### config.mk
export PLATFORM = sky130hd
export DESIGN_NAME = hkts_addcmp
export DESIGN_NICKNAME = d
export VERILOG_FILES = /design/src/hdl/held_karp_tour_solver_unit_macros.svh /design/src/hdl/hkts_pkg.sv /design/src/hdl/hkts_addcmp.sv
export SDC_FILE = /design/constraint.sdc
export NUM_CORES = 1
export LEC_CHECK = 0
export ABC_CLOCK_PERIOD_IN_PS = 7710
export BUFFER_PORTS_ARGS = -buffer_cell sky130_fd_sc_hd__buf_2
export CORE_MARGIN = 5
export CORE_UTILIZATION = 52
export DETAILED_ROUTE_END_ITERATION = 12
export PLACE_DENSITY = 0.95
export SETUP_SLACK_MARGIN = 0.4
export SYNTH_ARGS = -nofsm -noshare
export SYNTH_HDL_FRONTEND = slang
export SYNTH_SLANG_ARGS = --single-unit
### constraint.sdc
create_clock -name vclk -period 7.71
set_clock_uncertainty 0.15 [all_clocks]
set_input_delay 0.771 -clock vclk [all_inputs]
set_output_delay 0.771 -clock vclk [all_outputs]
set_load 0.005 [all_outputs]
### src/hdl/held_karp_tour_solver_unit_macros.svh
`ifndef HELD_KARP_TOUR_SOLVER_UNIT_MACROS_SVH
`define HELD_KARP_TOUR_SOLVER_UNIT_MACROS_SVH

// same-cycle implication
`define HKTS_ASSERT_IMP(lbl, ante, cons, msg) \
  lbl: assert property (@(posedge clk) disable iff (!rst_n) (ante) |-> (cons)) else $error(msg);

// next-cycle implication
`define HKTS_ASSERT_NXT(lbl, ante, cons, msg) \
  lbl: assert property (@(posedge clk) disable iff (!rst_n) (ante) |=> (cons)) else $error(msg);

`endif

### src/hdl/hkts_pkg.sv
`default_nettype none
package hkts_pkg;

  localparam int MAX_CITIES = 12;
  localparam int COORD_BITS = 16;
  localparam int COST_BITS  = 24;
  localparam int CITY_W     = 4;
  localparam int LEN_W      = 24;
  localparam int DIST_W     = COORD_BITS + 1;
  localparam int SUMSQ_W    = 2 * COORD_BITS + 2;
  localparam int SQRT_ITER  = SUMSQ_W / 2;
  localparam int PC_DEPTH   = (1 << MAX_CITIES) * MAX_CITIES;
  localparam int PC_AW      = $clog2(PC_DEPTH);
  localparam int DT_DEPTH   = MAX_CITIES * MAX_CITIES;
  localparam int DT_AW      = $clog2(DT_DEPTH);

  typedef logic [CITY_W-1:0]     city_t;
  typedef logic [COST_BITS-1:0]  cost_t;
  typedef logic [DIST_W-1:0]     dist_t;
  typedef logic [MAX_CITIES-1:0] subset_t;

  localparam cost_t COST_MAX = '1;

  localparam logic CMD_LOAD  = 1'b0;
  localparam logic CMD_SOLVE = 1'b1;

  typedef struct packed {
    logic                          command;
    logic [CITY_W-1:0]             city_slot;
    logic signed [COORD_BITS-1:0]  coord_x;
    logic signed [COORD_BITS-1:0]  coord_y;
    logic signed [COORD_BITS-1:0]  coord_z;
  } in_item_t;

  typedef struct packed {
    logic [CITY_W-1:0] tour_position;
    logic [CITY_W-1:0] city_at_position;
    logic [LEN_W-1:0]  tour_length;
    logic              last;
  } out_item_t;

  typedef struct packed {
    logic signed [COORD_BITS-1:0] x;
    logic signed [COORD_BITS-1:0] y;
    logic signed [COORD_BITS-1:0] z;
  } coord_t;

  typedef struct packed {
    cost_t cost;
    logic  take;
  } pick_t;

  typedef enum logic [3:0] {
    S_IDLE, S_CRD_A, S_CRD_B, S_SQ, S_SQRT_GO, S_SQRT_WAIT,
    S_DP_J, S_DP_K, S_DP_ACC, S_DP_WR,
    S_CL_RD, S_CL_ACC, S_BT_J, S_BT_ACC, S_BT_WR, S_OUT
  } state_t;

  function automatic logic [PC_AW-1:0] pc_addr(subset_t s, city_t c);
    return PC_AW'(s) * PC_AW'(MAX_CITIES) + PC_AW'(c);
  endfunction

  function automatic logic [DT_AW-1:0] dt_addr(city_t a, city_t b);
    return DT_AW'(a) * DT_AW'(MAX_CITIES) + DT_AW'(b);
  endfunction

endpackage
`default_nettype wire

### src/hdl/hkts_addcmp.sv
`default_nettype none
module hkts_addcmp (
  input  wire hkts_pkg::cost_t base,
  input  wire hkts_pkg::dist_t leg,
  input  wire hkts_pkg::cost_t best,
  input  wire logic            have,
  output hkts_pkg::pick_t      res
);

  logic [hkts_pkg::COST_BITS:0] sum;
  hkts_pkg::cost_t              sat;

  always_comb begin
    sum      = {1'b0, base} + (hkts_pkg::COST_BITS+1)'(leg);
    sat      = sum[hkts_pkg::COST_BITS] ? hkts_pkg::COST_MAX : sum[hkts_pkg::COST_BITS-1:0];
    res.cost = sat;
    res.take = !have || (sat < best);
  end

endmodule
`default_nettype wire

=== Word level (Yosys, flattened, before mapping) ===
Cells that the tools add are included.

* Add/sub/neg operators: 1
* $lt $le $gt $ge: 1
* Muxes and demuxes: 1
* Reductions and logical operators: 2

{| class="wikitable"
|+ Operator list
! kind !! count
|-
| adder 24 x 17 -> 25 bit || 1
|-
| < comparator 24 bit || 1
|-
| two-way mux 24 bit || 1
|-
| logical NOT 1 bit || 1
|-
| logical OR 1 bit || 1
|}

* Register bits after elaboration: 0
* Input port bits: 66
* Output and inout bits: 25
* Word-level logic and storage cells: 5

=== Logic depth before layout (Yosys ltp) ===
* Word-level depth: 4
* Depth in mapped cells: 16
* Gate-level depth less buffers: 15

=== Least setup slack after synthesis ===
Ideal clock, no wire load.

* Kind: input -> output
* Start: input base[0]
* End: output res[0] in the netlist's numbering
* Data arrival time: 3835 ps
* Required time: 6789 ps
* Path slack: 2954 ps
* Stages on the path: 15
* Buffers on the path: 2
* Cells stage by stage: ha_1 -> fa_1 -> a211oi_2 -> nor3_2 -> o211a_1 -> o31ai_2 -> buf_4 -> buf_2 -> nand2_1 -> ha_1 -> a21o_1 -> a21oi_1 -> o22ai_1 -> a311o_1 -> a211oi_1

{| class="wikitable"
|+ RTL lines
! item !! line !! text
|-
| start, declared || hkts_addcmp.sv:3 || <nowiki>input wire hkts_pkg::cost_t base,</nowiki>
|-
| end, declared || hkts_addcmp.sv:7 || <nowiki>output hkts_pkg::pick_t res</nowiki>
|}

==> metrics.md <==
| Metric | Value |
|---|---|
| Status | complete, no violations |
| Core ar. | 3280 um^2 |
| Met1 Track Usage GR | 29.3% |
| Endpoints failing setup | 0 |
| Critical Path Sink Type | output pin |
| Synth Cell Area | 1730 um^2 |
| P_leak | 1.26 nW |
| Post-cts sizing count | 0 |
| Sequential share of the synthesized area | 0% |
| Number of port buffers | 91 |
| Grt ovf | 0 |
| Syn Nets | 356 |
| Initial core utilization | 52.6% |
| Final Power | 0.193 mW |
| Share of layout cells above drive strength 1 | 30.5% |
| Seq cells | 0 |
| Die Y | 67.6 um |
| Hold buffer count at CTS | 0 |
| Total routing usage reported by global routing | 22.4% |
| Rows | 21 |
| Largest net degree at the start of global routing | 15 |
| DIE AREA | 4580 um^2 |
| Post-CTS setup buffer count | 0 |
| Fin. max-slew vios | 0 |
| Grt peak-use layer | met2 |
| Worst setup margin | 2.40 ns |
| Vias in the first global route | 2016 |
| Peak Freq | 188 MHz |
| Synth warn | 0 |
| Ports | 91 |
| Critical path class | in2out |
| Vias/cell | 5.74 |
| Worst EP arrival | 4.39 ns |
| Met2 GRT Util | 40.1% |
| Yosys cell types | 49 |
| Clock buffers | 0 |
| Detailed Route Iter0 Violations | 154 |
| Post-Synthesis Cells | 249 |
| Post-Layout Inst Area | 2230 um^2 |
| Antenna cells | 0 |
| Hold slack | 1.77 ns |
| PD cells | 86.6 nW/um^2 |
| First-pass GRT wire length | 8.38 mm |
| CP Data Required Time | 6.79 ns |
| Endpoints failing hold | 0 |
| Slew HR | 63.8% |
| DP Area | 2230 um^2 |
| Met3 Use GR | 0.998% |
| Setup Slack @ Placement | 2.44 ns |
| RSZ-0062 raised after global routing | false |
| Die width | 67.6 um |
| FF/Latch Area | 0 um^2 |
| Hold Crit Class | in2out |
| Drt pass-1 iters | 4 |
| Routed Wire Length | 5.29 mm |
| DR WL/cell | 13.8 um |
| Worst Tran Pin Value | 0.537 ns |
| Post-Syn Area per Cell | 6.94 um^2 |
| Startpoint type of the worst setup path | primary input |
| Placer Congestion | 0.979 |
| Max cap viols | 0 |
| Post-layout min period | 5.31 ns |
| Hpwl dp | 4.71 mm |
| Final Cycle Share | 68.9% |
| Worst vdd ir | 50.6 uV |
| Final Net Count | 447 |
| Total Neg Setup Slack | 0 ns |
| Antenna violations before repair | 0 |
| Critical Path Fanout Max | 14 |
| Final ANT Viol Nets | 0 |
| Via count | 2205 |
| Post-route DRC violation count | 0 |
| Area growth, synth to finish | 29.1% |
## worst max-delay path: stages
cell      delay, ns
buf_2          0.10
ha_1           0.21
fa_1           0.43
a211oi_2       0.27
nor3_2         0.12
o211a_1        0.27
o31ai_2        0.43
buf_4          0.28
nand2_1        0.09
ha_1           0.29
a21o_1         0.16
a21oi_1        0.14
o22ai_1        0.10
a311o_1        0.32
a211oi_1       0.26
buf_2          0.16
## report_power, final
| group | switching [mW] | internal (mW) |
|---|---|---|
| clock network | 0 | 0 |
| logic | 0.104 | 0.0888 |
| registers | 0 | 0 |
| total | 0.104 | 0.0888 |
## path summary, 6_finish.rpt
path | startpoint | to | slack, ns | cells after the start
worst min-delay path | base[20] | res[21] | 1.77 | 3
worst max-delay path | base[0] | res[0] | 2.40 | 16
## cell usage after synthesis, types with 5 or more instances
cell type | instances | area [um^2]
a21o_1 | 9 | 67.6
a21oi_1 | 26 | 130
ha_1 | 40 | 500
inv_1 | 27 | 101
nand2_1 | 26 | 97.6
nand3_1 | 6 | 30.0
nand4_1 | 8 | 50.1
nor2_1 | 13 | 48.8
nor2b_1 | 5 | 31.3
o211ai_1 | 5 | 37.5
o21ai_0 | 15 | 75.1
xnor2_1 | 6 | 52.6
## cell families after synthesis
kind of cell               share of synthesized area, %
adders and majority gates                          30.1
xor gates and xnor gates                           5.07
and+or+nand+nor                                    23.7
AOI/OAI and AO/OA                                  31.7
muxes                                              2.53
buffers and inverters                              6.88
## through the flow
stage | instances | utilization [%]
after global routing | 384 | 67.9
after global placement | 384 | 67.9
after detailed placement | 384 | 67.9
after CTS | 384 | 67.9
final | 384 | 67.9
after floorplan | 249 | -
## cell usage in the layout (no fill, tap or decap), types with 4 or more instances in the layout
cell type,n
nand3_1,6
a21oi_1,26
nor2b_1,5
a21o_1,9
inv_1,27
xnor2_1,6
buf_2,91
nor2_1,13
xor2_1,4
nand4_1,8
o211ai_1,5
o21a_1,4
nand2_1,26
a31oi_1,4
ha_1,40
o21ai_0,15
## layout make-up
| class | instances | area (um^2) |
|---|---|---|
| Tap cell | 46 | 57.6 |
| Timing Repair Buffer | 92 | 463 |
| Multi-Input combinational cell | 219 | 1610 |
| Inverter | 27 | 101 |
| Fill cell | 267 | 1050 |
## metal layers
metal  vias to the layer above  routed length [um]
met3                        16                 343
li1                       1105                   -
met2                        94                2660
met5                         -                   0
met1                       990                2160
met4                         0                 121
No activity file was read; power rests on OpenSTA's default activity.
