**src/hdl/held_karp_tour_solver_unit_macros.svh**
```systemverilog
`ifndef HELD_KARP_TOUR_SOLVER_UNIT_MACROS_SVH
`define HELD_KARP_TOUR_SOLVER_UNIT_MACROS_SVH

// same-cycle implication
`define HKTS_ASSERT_IMP(lbl, ante, cons, msg) \
  lbl: assert property (@(posedge clk) disable iff (!rst_n) (ante) |-> (cons)) else $error(msg);

// next-cycle implication
`define HKTS_ASSERT_NXT(lbl, ante, cons, msg) \
  lbl: assert property (@(posedge clk) disable iff (!rst_n) (ante) |=> (cons)) else $error(msg);

`endif

```
**src/hdl/hkts_pkg.sv**
```systemverilog
`default_nettype none
package hkts_pkg;

  localparam int MAX_CITIES = 12;
  localparam int COORD_BITS = 16;
  localparam int COST_BITS  = 24;
  localparam int CITY_W     = 4;
  localparam int LEN_W      = 24;
  localparam int DIST_W     = COORD_BITS + 1;
  localparam int SUMSQ_W    = 2 * COORD_BITS + 2;
  localparam int SQRT_ITER  = SUMSQ_W / 2;
  localparam int PC_DEPTH   = (1 << MAX_CITIES) * MAX_CITIES;
  localparam int PC_AW      = $clog2(PC_DEPTH);
  localparam int DT_DEPTH   = MAX_CITIES * MAX_CITIES;
  localparam int DT_AW      = $clog2(DT_DEPTH);

  typedef logic [CITY_W-1:0]     city_t;
  typedef logic [COST_BITS-1:0]  cost_t;
  typedef logic [DIST_W-1:0]     dist_t;
  typedef logic [MAX_CITIES-1:0] subset_t;

  localparam cost_t COST_MAX = '1;

  localparam logic CMD_LOAD  = 1'b0;
  localparam logic CMD_SOLVE = 1'b1;

  typedef struct packed {
    logic                          command;
    logic [CITY_W-1:0]             city_slot;
    logic signed [COORD_BITS-1:0]  coord_x;
    logic signed [COORD_BITS-1:0]  coord_y;
    logic signed [COORD_BITS-1:0]  coord_z;
  } in_item_t;

  typedef struct packed {
    logic [CITY_W-1:0] tour_position;
    logic [CITY_W-1:0] city_at_position;
    logic [LEN_W-1:0]  tour_length;
    logic              last;
  } out_item_t;

  typedef struct packed {
    logic signed [COORD_BITS-1:0] x;
    logic signed [COORD_BITS-1:0] y;
    logic signed [COORD_BITS-1:0] z;
  } coord_t;

  typedef struct packed {
    cost_t cost;
    logic  take;
  } pick_t;

  typedef enum logic [3:0] {
    S_IDLE, S_CRD_A, S_CRD_B, S_SQ, S_SQRT_GO, S_SQRT_WAIT,
    S_DP_J, S_DP_K, S_DP_ACC, S_DP_WR,
    S_CL_RD, S_CL_ACC, S_BT_J, S_BT_ACC, S_BT_WR, S_OUT
  } state_t;

  function automatic logic [PC_AW-1:0] pc_addr(subset_t s, city_t c);
    return PC_AW'(s) * PC_AW'(MAX_CITIES) + PC_AW'(c);
  endfunction

  function automatic logic [DT_AW-1:0] dt_addr(city_t a, city_t b);
    return DT_AW'(a) * DT_AW'(MAX_CITIES) + DT_AW'(b);
  endfunction

endpackage
`default_nettype wire

```
**src/hdl/hkts_sqrt.sv**
```systemverilog
`default_nettype none
module hkts_sqrt (
  input  wire logic                            clk,
  input  wire logic                            rst_n,
  input  wire logic                            start,
  input  wire logic [hkts_pkg::SUMSQ_W-1:0]    radicand,
  output logic                                 done,
  output hkts_pkg::dist_t                      root
);

  localparam int RW = hkts_pkg::DIST_W + 3;

  logic                           busy_r, busy_nxt;
  logic                           done_r, done_nxt;
  logic [4:0]                     cnt_r, cnt_nxt;
  logic [hkts_pkg::SUMSQ_W-1:0]   rad_r, rad_nxt;
  logic [RW-1:0]                  rem_r, rem_nxt;
  hkts_pkg::dist_t                root_r, root_nxt;
  hkts_pkg::dist_t                res_r, res_nxt;
  logic [RW-1:0]                  rem_sh;
  logic [RW-1:0]                  trial;
  logic [hkts_pkg::DIST_W:0]      rounded;

  always_comb begin
    busy_nxt = busy_r;
    done_nxt = 1'b0;
    cnt_nxt  = cnt_r;
    rad_nxt  = rad_r;
    rem_nxt  = rem_r;
    root_nxt = root_r;
    res_nxt  = res_r;
    rem_sh   = {rem_r[RW-3:0], rad_r[hkts_pkg::SUMSQ_W-1 -: 2]};
    trial    = {1'b0, root_r, 2'b01};
    rounded  = '0;
    if (start) begin
      busy_nxt = 1'b1;
      cnt_nxt  = 5'(hkts_pkg::SQRT_ITER);
      rad_nxt  = radicand;
      rem_nxt  = '0;
      root_nxt = '0;
    end else if (busy_r) begin
      if (rem_sh >= trial) begin
        rem_nxt  = rem_sh - trial;
        root_nxt = {root_r[hkts_pkg::DIST_W-2:0], 1'b1};
      end else begin
        rem_nxt  = rem_sh;
        root_nxt = {root_r[hkts_pkg::DIST_W-2:0], 1'b0};
      end
      rad_nxt = rad_r << 2;
      cnt_nxt = cnt_r - 5'd1;
      if (cnt_r == 5'd1) begin
        busy_nxt = 1'b0;
        done_nxt = 1'b1;
        rounded  = {1'b0, root_nxt} +
                   (hkts_pkg::DIST_W+1)'(rem_nxt > RW'(root_nxt));
        res_nxt  = rounded[hkts_pkg::DIST_W-1:0];
      end
    end
  end

  always_ff @(posedge clk) begin
    if (!rst_n) begin
      busy_r <= 1'b0;
      done_r <= 1'b0;
      cnt_r  <= '0;
    end else begin
      busy_r <= busy_nxt;
      done_r <= done_nxt;
      cnt_r  <= cnt_nxt;
    end
    rad_r  <= rad_nxt;
    rem_r  <= rem_nxt;
    root_r <= root_nxt;
    res_r  <= res_nxt;
  end

  assign done = done_r;
  assign root = res_r;

endmodule
`default_nettype wire

```
**config.mk**
```make
export PLATFORM = sky130hd
export DESIGN_NAME = hkts_sqrt
export DESIGN_NICKNAME = d
export VERILOG_FILES = /design/src/hdl/held_karp_tour_solver_unit_macros.svh /design/src/hdl/hkts_pkg.sv /design/src/hdl/hkts_sqrt.sv
export SDC_FILE = /design/constraint.sdc
export NUM_CORES = 1
export LEC_CHECK = 0
export BUFFER_PORTS_ARGS = -buffer_cell sky130_fd_sc_hd__buf_2
export CAP_MARGIN = 30
export CORE_AREA = 3 3 109 111
export CTS_CLUSTER_SIZE = 24
export DETAILED_ROUTE_END_ITERATION = 10
export DIE_AREA = 0 0 112 114
export PLACE_DENSITY = 0.7
export REMOVE_ABC_BUFFERS = 1
export SLEW_MARGIN = 20
export SYNTH_ARGS = -nofsm -noshare
export SYNTH_HDL_FRONTEND = slang
export SYNTH_SLANG_ARGS = --single-unit
export TNS_END_PERCENT = 10
```
**constraint.sdc**
```tcl
create_clock -name clk -period 6.5 [get_ports clk]
set_input_delay 0.975 -clock clk [delete_from_list [all_inputs] [get_ports clk]]
set_output_delay 0.975 -clock clk [all_outputs]
set_load 0.05 [all_outputs]
```
Word level (Yosys, flattened, before mapping)

Index checks and enable logic that the tools add are counted.

Mux-type cells: 14
Bitwise gates (word level): 3
Magnitude comparators: 2
Add/subtract/negate cells: 3
Reductions and logical operators: 4
Eq/ne operators: 1

Operators by type and width:

| cell                  | number |
|---|---|
| $mux W34              | 2 |
| $mux W20              | 3 |
| $mux W17              | 2 |
| $ge A20 B19 Y1        | 1 |
| $gt A20 B17 Y1        | 1 |
| $sub A20 B19 Y20      | 1 |
| $add A17 B1 Y17       | 1 |
| $mux W5               | 2 |
| $eq A5 B1 Y1 const B  | 1 |
| $mux W1               | 5 |
| $sub A5 B1 Y5 const B | 1 |
| $not A1 Y1            | 3 |
| $reduce_and A3 Y1     | 1 |
| $reduce_or A3 Y1      | 1 |
| $reduce_bool A2 Y1    | 1 |
| $reduce_or A2 Y1      | 1 |

Logic and storage cells: 35
Input port bits: 37
Flip-flop bits (word level): 93

Longest topological paths before layout

Word-level depth: 6
Mapped depth: 26
Gate-level depth less buffers: 24

Least setup slack after synthesis

OpenSTA, ideal clock, no wires.

Path type: register to register
From: reg root_r[1]
To: reg res_r[16], in the netlist root[16], data pin
Cell stages (with the launch flop): 23
Path slack: 1587 ps
Path buffers: 1
Required time: 6242 ps
Data arrival time: 4655 ps
Period minus slack after synthesis: 4913 ps
Cells stage by stage: dfxtp_1 > clkbuf_1 > inv_1 > ha_1 > o21a_1 > o31a_1 > o211ai_2 > nand2_1 > o21ai_4 > inv_6 > mux2_4 > ha_1 > nand4_1 > or3_1 > or3_1 > a2111oi_0 > o221ai_1 > ha_1 > ha_1 > nand3_1 > nor2_1 > nand4_1 > xnor2_1

Word-level cells in the longest chain between the ends: 6
Elaborated cells on any way between the ends: 10
Those cells by class: 2 x add/sub; 2 x order compare; 6 x mux

Ends and longest elaborated chain:

| what                                                      | RTL line                         | RTL |
|---|---|---|
| start, declared                                           | hkts_sqrt.sv:18                  | `hkts_pkg::dist_t root_r, root_nxt;` |
| start signal, assigned                                    | hkts_sqrt.sv:73                  | `root_r <= root_nxt;` |
| $sub A20 B19 Y20 / $ge A20 B19 Y1 (equally long branches) | hkts_sqrt.sv:43, hkts_sqrt.sv:42 |  |
| $mux W20 / $mux W1 (equally long branches)                | hkts_sqrt.sv:42                  | `if (rem_sh >= trial) begin` |
| $mux W20 / $mux W17 (equally long branches)               | hkts_sqrt.sv:41                  | `end else if (busy_r) begin` |
| $mux W20 / $mux W17 (equally long branches)               | hkts_sqrt.sv:35                  | `if (start) begin` |
| $gt A20 B17 Y1                                            | hkts_sqrt.sv:55                  | `(hkts_pkg::DIST_W+1)'(rem_nxt > RW'(root_nxt));` |
| $add A17 B1 Y17 (*)                                       | hkts_sqrt.sv:54                  | `rounded = {1'b0, root_nxt} +` |
| end signal, assigned                                      | hkts_sqrt.sv:74                  | `res_r <= res_nxt;` |
| end, declared                                             | hkts_sqrt.sv:19                  | `hkts_pkg::dist_t res_r, res_nxt;` |

Mark *: on every way between the ends. The rest lies on a longest branch, timed or not. The select of a mux whose other input is x is not followed.
A chain may end at the register's enable or synchronous reset.

Worst setup path after layout

From: reg root_r[5]
To: reg res_r[16], in the netlist root[16], data pin

The elaborated chain is that of the path after synthesis.

==> metrics.md <==
| Metric | Value |
|---|---|
| Status | complete, no violations |
| Fin. max-slew vios | 0 |
| Asr flop ratio synth | 0 |
| Pwr Density | 349 mW/mm^2 |
| DRT Pass-1 Iters | 6 |
| CTS Sinks | 93 |
| Ys Warns | 0 |
| DR DRC count | 0 |
| Die height | 114 um |
| Fmax | 0.171 GHz |
| Yosys top cell by area | edfxtp_1 |
| Critical Path Start Type | register |
| Synthesized flop and latch total | 93 |
| Syn avg cell area | 10.4 um^2 |
| MaxCap Viol Count | 0 |
| Setup TNS | 0 ns |
| CP max stage cell | or3_1 |
| Fin nets | 650 |
| FILL cells | 968 |
| Total wire length | 11,500 um |
| Post-synth EDFFs | 51 |
| Period utilization | 0.902 |
| Initial drt markers | 243 |
| Top cells by area, synth | edfxtp_1 28%, dfxtp_1 15%, ha_1 9.2% |
| Crit path DAT | 5.99 ns |
| Vias in the first global route | 3,997 |
| Max VDD drop | 0.000139 V |
| Die X | 112 um |
| Critical Path Sink Type | register |
| GPL Wtd Cong | 0.908 |
| Share of cells above drive strength 1 | 0.227 |
| Die area | 0.0128 mm^2 |
| Leakage dissipation | 2.45 nW |
| Core area | 0.0109 mm^2 |
| Syn Std Cell Area | 0.00547 mm^2 |
| Clock latency on the worst-skew pair | 0.38 ns |
| Initial antenna violation count | 0 |
| H-Tree Depth | 3 |
| Global-route wire length before repair | 19,400 um |
| DR vias/cell | 5.61 |
| Row cnt | 38 |
| Routed vias | 4,025 |
| Tightest Pin Transition | 0.767 ns |
| Final Hold Viols | 0 |
| Clock buffer depth | 2 |
| Clk pin slew, worst setup/hold paths | 0.09 ns |
| CTS Hold Bufs | 0 |
| Crit path time final | 5.86 ns |
| Worst-path maximum fanout | 20 |
| Most used cell, CP | ha_1 |
| IO Count | 55 |
| GRT overflow | 0 |
| Final setup fails | 0 |
| Cell area after placement | 0.00587 mm^2 |
| Initial Util | 0.502 |
| Setup Fix Bufs, Post-CTS | 0 |
| Area share of the largest cell type after synthesis | 0.280 |
| Area delta synth->final | 11.4% |
| Ys flop type | edfxtp_1 |
| WP data required | 6.63 ns |
| Remaining antenna violation count | 0 |
| Root Buffer Master | clkbuf_8 |
| GRT Total Usage | 0.188 |
| Library cells used by synthesis | 59 |
| Seq/Total Area, Yosys | 0.434 |
| Clock Skew | 0.0102 ns |
| Pin count of the biggest net entering global routing | 68 |
| Design Area, Final | 0.00609 mm^2 |
| Max_slew headroom | 0.489 |
| Diode count | 0 |
| CP Class | reg -> reg |
| CTS Buf Count | 9 |
| Commonest non-fill, non-tap cell in the layout | buf_2 |
| Max stage delay on crit path | 0.47 ns |
| Commonest non-fill, non-tap cells in the layout | 54 x buf_2, 51 x edfxtp_1, 49 x nor2_1, 41 x dfxtp_1, 40 x ha_1 |
| Mapped Cells | 524 |
| TritonCTS clock tree | done |
| WL/cell | 16.0 um |
| RSZ-0062 raised after global routing | no |
| Crit path cell chain | inv_1 > ha_1 > a21o_1 > a21oi_2 > a2bb2oi_2 > nand2_1 > o21ai_4 > inv_6 > mux2_4 > ha_1 > nand4_1 > or3_1 > or3_1 > a2111oi_0 > o221ai_1 > ha_1 > ha_1 > nand3_1 > nor2_1 > nand4_1 > xnor2_1 |
| Post-DP HPWL | 8350 um |
| # port buffers | 54 |
| HP Class | reg -> reg |
routing by layer:
| metal | global-route usage | vias to the layer above | routed length [um] |
|---|---|---|---|
| met5 | 0 | - | 0 |
| met4 | 0.0905 | 0 | 164 |
| met3 | 0.0398 | 14 | 805 |
| met2 | 0.297 | 114 | 5280 |
| met1 | 0.247 | 1890 | 5240 |
| li1 | - | 2007 | - |
per-stage QoR:
step	power [W]	std cells	hold WS, ns	setup WS [ns]	utilization
after floorplan	0.00147	502	0.456	1.47	-
after global placement	0.00169	701	0.478	0.687	0.538
after detailed placement	0.00171	702	0.480	0.455	0.540
after CTS	0.00213	718	0.493	0.415	0.559
after global routing	0.00227	718	0.509	0.144	0.560
final	0.00212	718	0.491	0.637	0.560
cell families (layout without fill, tap and decap cells):
logic type | after synthesis | in the layout | share of synthesized area
adders and majority gates | 40 | 40 | 0.0915
xor gates and xnor gates | 33 | 33 | 0.0528
AOI/OAI and AO/OA | 101 | 101 | 0.135
buffers and inverters | 52 | 106 | 0.0405
and+or+nand+nor | 147 | 147 | 0.126
muxes | 58 | 58 | 0.121
DFF | 93 | 93 | 0.434
area by class of cell:
type	instances	area [um^2]	area share
Timing Repair Buffer	60	328	0.0538
Clock buffer	10	128	0.0209
Tap cell	140	175	0.0287
Clock inverter	6	86.3	0.0142
Inverter	30	118	0.0193
Multi-Input combinational cell	379	2890	0.474
Sequential cell	93	2370	0.389
where the power goes:
part	internal (W)	total [W]	leakage [nW]	switching, W
Combinational	0.000440	0.000983	1.49	0.000543
Sequential	0.000680	0.000716	0.844	0.0000357
Clock	0.000217	0.000426	0.108	0.000209
final timing paths:
path / cells after the start / start / slack [ns] / to
worst max-delay path: 21 / root_r[5]$_SDFFE_PP0P_ / 0.64 / root[16]$_DFFE_PP_
worst max register to register: 21 / root_r[5]$_SDFFE_PP0P_ / 0.64 / root[16]$_DFFE_PP_
worst min-delay path: 2 / rem_r[1]$_SDFFE_PP0P_ / 0.49 / rem_r[1]$_SDFFE_PP0P_
worst min register to register: 2 / rem_r[1]$_SDFFE_PP0P_ / 0.49 / rem_r[1]$_SDFFE_PP0P_
synthesized netlist by cell type, types with 6 or more instances:
master and n:
xnor2_1 23, mux2i_1 18, nor2_1 49, inv_1 29, dfxtp_1 42, a21oi_1 21, edfxtp_1 51, ha_1 40
mux2_2 32, nor3_1 11, a311oi_1 6, o21a_1 7, a21o_1 11, xor2_1 10, nand3_1 15, mux2_4 8
clkbuf_1 12, nand2_1 34, o21ai_0 14, nand4_1 10
worst max-delay path: cells and delay by family, from the launching register on:
family,cells,cell delay [ns]
simple gates,7,1.64
buf+inv,2,0.31
fa+ha+maj,4,1.15
compound gates,6,1.67
mux,1,0.35
xor+xnor,1,0.07
flops,1,0.41
repair_timing:
item	in CTS	in global routing
setup endpoints to repair	0	2
hold endpoints to repair	0	0
resized for setup	0	1
flip-flops by register name (all words and copies together) (netlist names):
name	cells
rad_r	34
busy_r	1
done	1
root_r	17
cnt_r	5
rem_r	18
root	17
No activity file was read; power rests on OpenSTA's default activity.
